[config.mk]
export PLATFORM = sky130hd
export DESIGN_NAME = ipc_interrupt_and_hw_semaphore_top
export DESIGN_NICKNAME = d
export VERILOG_FILES = /design/src/rtl/ipcsem_pkg.sv /design/src/rtl/ipcsem_bank.sv /design/src/rtl/ipc_interrupt_and_hw_semaphore_top.sv
export SDC_FILE = /design/constraint.sdc
export NUM_CORES = 2
export LEC_CHECK = 0
export BUFFER_PORTS_ARGS = -buffer_cell sky130_fd_sc_hd__buf_2
export CELL_PAD_IN_SITES_DETAIL_PLACEMENT = 1
export CELL_PAD_IN_SITES_GLOBAL_PLACEMENT = 1
export CORE_ASPECT_RATIO = 0.9
export CORE_UTILIZATION = 50
export CTS_BUF_LIST = sky130_fd_sc_hd__clkbuf_8
export DETAILED_ROUTE_END_ITERATION = 8
export PLACE_DENSITY = 0.85
export RECOVER_POWER = 25
export SLEW_MARGIN = 20
export SYNTH_ARGS = -nofsm -noshare
export SYNTH_HDL_FRONTEND = slang
export SYNTH_HIERARCHICAL = 1
export SYNTH_SLANG_ARGS = --single-unit
[constraint.sdc]
create_clock -name clk -period 6.85 [get_ports clk]
set_input_delay 2.055 -clock clk [delete_from_list [all_inputs] [get_ports clk]]
set_output_delay 2.055 -clock clk [all_outputs]
set_load 0.05 [all_outputs]
[src/rtl/ipcsem_pkg.sv]
// shared types and constants for the inter-processor interrupt and semaphore block
// no dependencies
package ipcsem_pkg;

	localparam int NUM_CORES_DEF      = 4;
	localparam int NUM_LEVELS_DEF     = 32;
	localparam int NUM_SEMAPHORES_DEF = 32;

	localparam int DATA_W   = 32;
	localparam int CORE_W   = 2;
	localparam int SEM_W    = 5;
	localparam int LINE_W   = 4;
	localparam int S_TDATA_W = 40;
	localparam int S_TUSER_W = 4;
	localparam int M_TDATA_W = 40;

	localparam logic CMD_READ  = 1'b0;
	localparam logic CMD_WRITE = 1'b1;

	typedef enum logic [2:0] {
		REG_RAW       = 3'd0,
		REG_MASK      = 3'd1,
		REG_STAT      = 3'd2,
		REG_CLEAR     = 3'd3,
		REG_SEM_MASK  = 3'd4,
		REG_SEM_STAT  = 3'd5,
		REG_SEM_CLEAR = 3'd6,
		REG_HANDSHAKE = 3'd7
	} reg_sel_t;

	typedef struct packed {
		logic              command;
		reg_sel_t          reg_select;
		logic [CORE_W-1:0] core_index;
		logic [SEM_W-1:0]  sem_index;
		logic [DATA_W-1:0] write_data;
	} req_t;

	typedef struct packed {
		logic [DATA_W-1:0] read_data;
		logic [LINE_W-1:0] cpu_irq_lines;
		logic [LINE_W-1:0] sem_irq_lines;
		logic              access_error;
	} rsp_t;

endpackage

[src/rtl/ipcsem_bank.sv]
// register banks, semaphore owners and the access decode for one bus word
// depends on ipcsem_pkg
module ipcsem_bank #(
	parameter int NUM_CORES      = ipcsem_pkg::NUM_CORES_DEF,
	parameter int NUM_LEVELS     = ipcsem_pkg::NUM_LEVELS_DEF,
	parameter int NUM_SEMAPHORES = ipcsem_pkg::NUM_SEMAPHORES_DEF
) (
	input  logic              clk,
	input  logic              arst_n,
	input  logic              fire,
	input  ipcsem_pkg::req_t  req,
	output ipcsem_pkg::rsp_t  rsp
);
	import ipcsem_pkg::*;

	localparam int OWN_W      = $clog2(NUM_CORES + 1);
	localparam int LINE_CORES = (NUM_CORES < LINE_W) ? NUM_CORES : LINE_W;

	logic [NUM_LEVELS-1:0]     int_raw_q  [NUM_CORES];
	logic [NUM_LEVELS-1:0]     int_mask_q [NUM_CORES];
	logic [NUM_SEMAPHORES-1:0] sem_raw_q  [NUM_CORES];
	logic [NUM_SEMAPHORES-1:0] sem_mask_q [NUM_CORES];
	logic [OWN_W-1:0]          owner_q    [NUM_SEMAPHORES];

	logic [NUM_LEVELS-1:0]     int_raw_n  [NUM_CORES];
	logic [NUM_LEVELS-1:0]     int_mask_n [NUM_CORES];
	logic [NUM_SEMAPHORES-1:0] sem_raw_n  [NUM_CORES];
	logic [NUM_SEMAPHORES-1:0] sem_mask_n [NUM_CORES];
	logic [OWN_W-1:0]          owner_n    [NUM_SEMAPHORES];

	logic              core_ok;
	logic              sem_ok;
	logic              is_wr;
	logic [OWN_W-1:0]  own_cur;
	logic [OWN_W-1:0]  own_code;
	logic [DATA_W-1:0] rd;
	logic              err;

	assign core_ok  = {30'd0, req.core_index} < 32'(NUM_CORES);
	assign sem_ok   = {27'd0, req.sem_index} < 32'(NUM_SEMAPHORES);
	assign is_wr    = (req.command == CMD_WRITE);
	assign own_code = OWN_W'(req.core_index) + OWN_W'(1);

	always_comb begin
		own_cur = '0;
		for (int s = 0; s < NUM_SEMAPHORES; s++) begin
			if (req.sem_index == SEM_W'(s))
				own_cur = owner_q[s];
		end
	end

	always_comb begin
		int_raw_n  = int_raw_q;
		int_mask_n = int_mask_q;
		sem_raw_n  = sem_raw_q;
		sem_mask_n = sem_mask_q;
		owner_n    = owner_q;
		rd  = '0;
		err = !core_ok;
		for (int c = 0; c < NUM_CORES; c++) begin
			if ({30'd0, req.core_index} == 32'(c)) begin
				case (req.reg_select)
					REG_RAW: begin
						if (is_wr)
							int_raw_n[c] = int_raw_q[c] | req.write_data[NUM_LEVELS-1:0];
						else
							rd = 32'(int_raw_q[c]);
					end
					REG_MASK: begin
						if (is_wr)
							int_mask_n[c] = req.write_data[NUM_LEVELS-1:0];
						else
							rd = 32'(int_mask_q[c]);
					end
					REG_STAT: begin
						if (is_wr)
							err = 1'b1;
						else
							rd = 32'(int_raw_q[c] & int_mask_q[c]);
					end
					REG_CLEAR: begin
						if (is_wr)
							int_raw_n[c] = int_raw_q[c] & ~req.write_data[NUM_LEVELS-1:0];
						else
							err = 1'b1;
					end
					REG_SEM_MASK: begin
						if (is_wr)
							sem_mask_n[c] = req.write_data[NUM_SEMAPHORES-1:0];
						else
							rd = 32'(sem_mask_q[c]);
					end
					REG_SEM_STAT: begin
						if (is_wr)
							err = 1'b1;
						else
							rd = 32'(sem_raw_q[c] & sem_mask_q[c]);
					end
					REG_SEM_CLEAR: begin
						if (is_wr)
							sem_raw_n[c] = sem_raw_q[c] & ~req.write_data[NUM_SEMAPHORES-1:0];
						else
							err = 1'b1;
					end
					default: begin
					end
				endcase
			end
		end
		// handshake: grant on read of a free semaphore, release on owner write of zero
		if (core_ok && req.reg_select == REG_HANDSHAKE) begin
			if (!sem_ok) begin
				err = 1'b1;
			end else if (!is_wr) begin
				if (own_cur == '0) begin
					for (int s = 0; s < NUM_SEMAPHORES; s++) begin
						if (req.sem_index == SEM_W'(s))
							owner_n[s] = own_code;
					end
				end else begin
					rd = 32'(own_cur);
				end
			end else if (req.write_data == '0 && own_cur == own_code) begin
				for (int s = 0; s < NUM_SEMAPHORES; s++) begin
					if (req.sem_index == SEM_W'(s))
						owner_n[s] = '0;
				end
				for (int c = 0; c < NUM_CORES; c++) begin
					if ({30'd0, req.core_index} != 32'(c))
						sem_raw_n[c] = sem_raw_q[c]
							| (NUM_SEMAPHORES'(1) << req.sem_index);
				end
			end
		end
	end

	always_comb begin
		rsp.read_data     = rd;
		rsp.access_error  = err;
		rsp.cpu_irq_lines = '0;
		rsp.sem_irq_lines = '0;
		for (int c = 0; c < LINE_CORES; c++) begin
			rsp.cpu_irq_lines[c] = |(int_raw_n[c] & int_mask_n[c]);
			rsp.sem_irq_lines[c] = |(sem_raw_n[c] & sem_mask_n[c]);
		end
	end

	always_ff @(posedge clk or negedge arst_n) begin
		if (!arst_n) begin
			for (int c = 0; c < NUM_CORES; c++) begin
				int_raw_q[c]  <= '0;
				int_mask_q[c] <= '0;
				sem_raw_q[c]  <= '0;
				sem_mask_q[c] <= '0;
			end
			for (int s = 0; s < NUM_SEMAPHORES; s++)
				owner_q[s] <= '0;
		end else if (fire) begin
			int_raw_q  <= int_raw_n;
			int_mask_q <= int_mask_n;
			sem_raw_q  <= sem_raw_n;
			sem_mask_q <= sem_mask_n;
			owner_q    <= owner_n;
		end
	end

endmodule

[src/rtl/ipc_interrupt_and_hw_semaphore_top.sv]
// Inter-processor interrupt and hardware semaphore block. Each input word is one
// register access; it is captured in an input register, decoded combinationally
// against the banks and its response lands in an output register. One access per
// clock is sustained while the output register drains; the rate is held back only
// by the output register not draining (m_axis_tready).
// depends on ipcsem_pkg and ipcsem_bank
module ipc_interrupt_and_hw_semaphore_top #(
	parameter int NUM_CORES      = ipcsem_pkg::NUM_CORES_DEF,
	parameter int NUM_LEVELS     = ipcsem_pkg::NUM_LEVELS_DEF,
	parameter int NUM_SEMAPHORES = ipcsem_pkg::NUM_SEMAPHORES_DEF
) (
	input  logic                             clk,
	input  logic                             arst_n,
	input  logic                             s_axis_tvalid,
	output logic                             s_axis_tready,
	// core_index, sem_index, write_data, zero pad
	input  logic [ipcsem_pkg::S_TDATA_W-1:0] s_axis_tdata,
	// command, reg_select
	input  logic [ipcsem_pkg::S_TUSER_W-1:0] s_axis_tuser,
	output logic                             m_axis_tvalid,
	input  logic                             m_axis_tready,
	// read_data, cpu_irq_lines, sem_irq_lines
	output logic [ipcsem_pkg::M_TDATA_W-1:0] m_axis_tdata,
	// access_error
	output logic                             m_axis_tuser
);
	import ipcsem_pkg::*;

	logic valid_s1;
	req_t req_s1;
	logic m_valid_q;
	rsp_t rsp_q;
	rsp_t rsp;
	logic adv;
	logic fire;

	assign adv           = !m_valid_q || m_axis_tready;
	assign fire          = valid_s1 && adv;
	assign s_axis_tready = !valid_s1 || adv;

	always_ff @(posedge clk or negedge arst_n) begin
		if (!arst_n) begin
			valid_s1 <= 1'b0;
		end else if (s_axis_tready) begin
			valid_s1 <= s_axis_tvalid;
		end
	end

	always_ff @(posedge clk) begin
		if (s_axis_tvalid && s_axis_tready) begin
			req_s1.command    <= s_axis_tuser[0];
			req_s1.reg_select <= reg_sel_t'(s_axis_tuser[3:1]);
			req_s1.core_index <= s_axis_tdata[1:0];
			req_s1.sem_index  <= s_axis_tdata[6:2];
			req_s1.write_data <= s_axis_tdata[38:7];
		end
	end

	ipcsem_bank #(
		.NUM_CORES      (NUM_CORES),
		.NUM_LEVELS     (NUM_LEVELS),
		.NUM_SEMAPHORES (NUM_SEMAPHORES)
	) u_bank (
		.clk    (clk),
		.arst_n (arst_n),
		.fire   (fire),
		.req    (req_s1),
		.rsp    (rsp)
	);

	always_ff @(posedge clk or negedge arst_n) begin
		if (!arst_n) begin
			m_valid_q <= 1'b0;
		end else if (adv) begin
			m_valid_q <= valid_s1;
		end
	end

	always_ff @(posedge clk) begin
		if (fire)
			rsp_q <= rsp;
	end

	assign m_axis_tvalid = m_valid_q;
	assign m_axis_tdata  = {rsp_q.sem_irq_lines, rsp_q.cpu_irq_lines, rsp_q.read_data};
	assign m_axis_tuser  = rsp_q.access_error;

endmodule

==> reports/results.tsv <==
metric	value	unit
startpoint_type	input pin	
synth_top_area_share	37.3	%
antenna_found_initial	19	
areaGrowthSynthToFinish	8.79	%
cp_max_fo	99	
post-route-util	54.9	%
clockRootBuffer	clkbuf_8	
critPathKind	input pin to asynchronous set/reset pin	
p_leak	0.0181	µW
preCtsSetupSlack	1.59	ns
cpLargestDelayFamily	buffers and inverters	
rows	99	
reg2reg_depth	10	
ctsResizeCount	0	
finalSetupViolations	0	
synth_top_cell_by_area	dfrtp_1	
clk_pin_slew_worst_paths	0.06	ns
postCtsSetupBuffers	0	
worstReg2RegStart	req_s1[32]$_DFFE_PP_	
synthDistinctLibCells	87	
syn_inst	4436	
tightest_slew	3.03	ns
cp_slowest_cell	clkbuf_2	
fin_tns_setup	0	ns
synth-edff-count	84	
worst_path_most_repeated_cell	clkbuf_2	
layout.nets	4370	
hp-class	flop to flop	
synth_area_leaders	dfrtp_1 37%, mux2_2 7.2%, edfxtp_1 6.2%, o22ai_1 4.5%, o21ai_0 4.2%	
ys_seq_elements	694	
core_area	81000	µm²
grt_first_pass_wirelength	301	mm
synth.avg_cell_area	9.22	µm²
peakVddDrop	0.238	mV
slew_violations	317	
routabilityCongestion	1.07	
clkLatencyLatePin	0.82	ns
num_io_pins	91	
tritoncts	built	
cts-buffers-inserted	117	
ys.flop_type	dfrtp_1	
grt_max_degree	136	
cp-end-kind	asynchronous set/reset pin	
ys_seq_area_share	43.5	%
fmax	180	MHz
critPathBufInv	2	
hold-worst-slack	0.502	ns
async_flop_share	87.9	%
port_buffers	89	
fin_crit_sh	81.1	%
violations	capacitance limit, slew limit	
hold_viol	0	
whs_path_depth	1	
die_area	83000	µm²
holdPathEnd	m_axis_tvalid$_DFFE_PN0P_	
status	finished with violations	
min-delay-start	valid_s1$_DFFE_PN0P_	
wl_per_cell	39.0	µm
htreeDepth	3	
die_h	273	µm
nFillCells	9093	
grt_usage	50.8	%
viasPerCell	7.76	
arrival	6.05	ns
maxCapViolations	5	
setup_slack	1.29	ns
layout-drive-gt1-share	18.2	%
grt_pass1_vias	41000	
dieWidth	304	µm
clockBufferDepth	3	
cp.required	7.35	ns
overflow	0	
ant_nets	0	
startpoint	arst_n	
drc	0	
regToRegEndpoint	u_bank/sem_raw_q[0]$_DFFE_PN0P_	
initial_core_util	50.5	%
slowest_delay	2.06	ns
hpwl	146	mm
num_vias	42600	
fin_skew	0.0363	ns
netlist_area	40900	µm²
drtIter0Drc	7220	
power_density	265	nW/µm²
routed_wl	214	mm
syn_nets	4488	
rrSetupSlack	1.37	ns
min_period	5.56	ns
yosys_warnings	6	
cts_hold_buf	0	
rsz0062_at_grt	no	
firstDrtPassIters	6	
crit_chain	clkbuf_2, clkbuf_2	
max_slew_margin	-102	%
cts.sinks	694	
## report_power, final
part           internal (µW)  leakage [µW]  switching [µW]
clock                   1920       0.00136            1920
combinational            846       0.00810            1790
sequential              4670       0.00861             645
total                   7440        0.0181            4360
## area by class of cell
class,instances,area (µm²),area share [%]
Inverter,68,256,0.576
Sequential cell,694,17800,40.0
Antenna cell,12,30.0,0.0675
Tap cell,1060,1330,2.98
Clock inverter,81,402,0.902
Timing Repair Buffer,252,1730,3.89
Multi-Input combinational cell,3185,21000,47.3
Clock buffer,140,1930,4.33
## cells by family (layout without fill, tap and decap cells)
group / after synthesis / after routing / synth area share, %
compound gates: 1777 / 1777 / 29.0
xor+xnor: 2 / 2 / 0.0428
fa+ha+maj: 4 / 4 / 0.122
buf+inv: 557 / 541 / 5.41
flops: 694 / 694 / 43.5
mux: 428 / 428 / 11.3
other cells: 0 / 12 / 0
simple gates: 974 / 974 / 10.7
## synthesized netlist by cell type (16+ instances only)
master	count
nor3_1	24
clkbuf_1	390
nand2b_1	19
a21oi_1	342
and2_1	37
o2111ai_1	26
nand2_1	371
a211oi_1	16
nor4_1	40
dfrtp_1	610
o31ai_2	78
nand3_1	48
o221ai_1	81
nor2_1	337
mux2_2	260
mux2i_1	166
buf_2	19
a31oi_1	37
edfxtp_1	84
o21ai_0	343
o21ai_1	68
a22oi_1	162
a221oi_1	43
o31ai_1	115
o211ai_1	18
inv_1	64
a32oi_1	19
buf_1	53
o22ai_1	294
a22o_1	29
## metrics by stage
step                      instance area (µm²)  power (µW)  instances
final                                   44500       11800       5492
after global routing                    44500       12100       5483
after CTS                               44500       11600       5480
after detailed placement                42200        7820       5259
after global placement                  42200        7690       5259
after floorplan                         40900        6660       4436
## flip-flops by register name, indices dropped and copies added, names as in the netlist
signal             flops
m_axis_tvalid          1
valid_s1               1
u_bank/int_mask_q    128
req_s1                43
u_bank/sem_mask_q    128
u_bank/owner_q        96
m_axis_tdata          40
u_bank/sem_raw_q     128
u_bank/int_raw_q     128
m_axis_tuser           1
## cell usage in the layout, fill, tap and decap left out, drive strengths merged, types with 12 or more instances in the layout
| cell type | instances |
|---|---|
| a211oi | 17 |
| o2111ai | 26 |
| o21ai | 411 |
| clkbuf | 146 |
| o22ai | 294 |
| a22o | 29 |
| nand2b | 19 |
| o32ai | 12 |
| nand2 | 372 |
| o221ai | 81 |
| nand3 | 48 |
| a22oi | 162 |
| nor3 | 24 |
| o2bb2ai | 12 |
| a31oi | 37 |
| a32oi | 19 |
| o32a | 14 |
| a21oi | 342 |
| mux2 | 261 |
| nor2 | 337 |
| buf | 246 |
| clkinv | 34 |
| inv | 109 |
| and2 | 42 |
| nor4 | 40 |
| nand4 | 14 |
| diode | 12 |
| o211ai | 18 |
| dfrtp | 610 |
| mux2i | 166 |
| edfxtp | 84 |
| nor2b | 13 |
| o31ai | 193 |
| a221oi | 43 |
## how the worst max path moves through the flow
stage                                                    to  slack [ns]  cells past startpoint
after floorplan           u_bank/sem_mask_q[10]$_DFFE_PN0P_        2.09                      7
after global placement     u_bank/sem_raw_q[36]$_DFFE_PN0P_        1.76                     10
after detailed placement    u_bank/sem_raw_q[4]$_DFFE_PN0P_        1.59                     10
after CTS                   u_bank/sem_raw_q[0]$_DFFE_PN0P_        1.50                     10
after global routing      u_bank/sem_mask_q[78]$_DFFE_PN0P_        0.66                      2
final                     u_bank/int_mask_q[68]$_DFFE_PN0P_        1.29                      2
## layer usage
layer  global-route usage, %  wire (µm)  vias to the layer above
met5                       0        113                        -
met3                    22.6      33100                      983
met1                    64.5      77800                    21500
li1                        -          -                    16600
met4                    35.8      19100                       16
met2                    68.3      84200                     3480
## worst register-to-register path, delay by kind of cell, from the launching register on
kind                   cells  cell delay [ns]
and+or+nand+nor            3             2.33
AOI/OAI and AO/OA          6             1.85
buffers and inverters      1             0.46
DFF                        1             0.74
No activity file was read; power rests on OpenSTA's default activity.
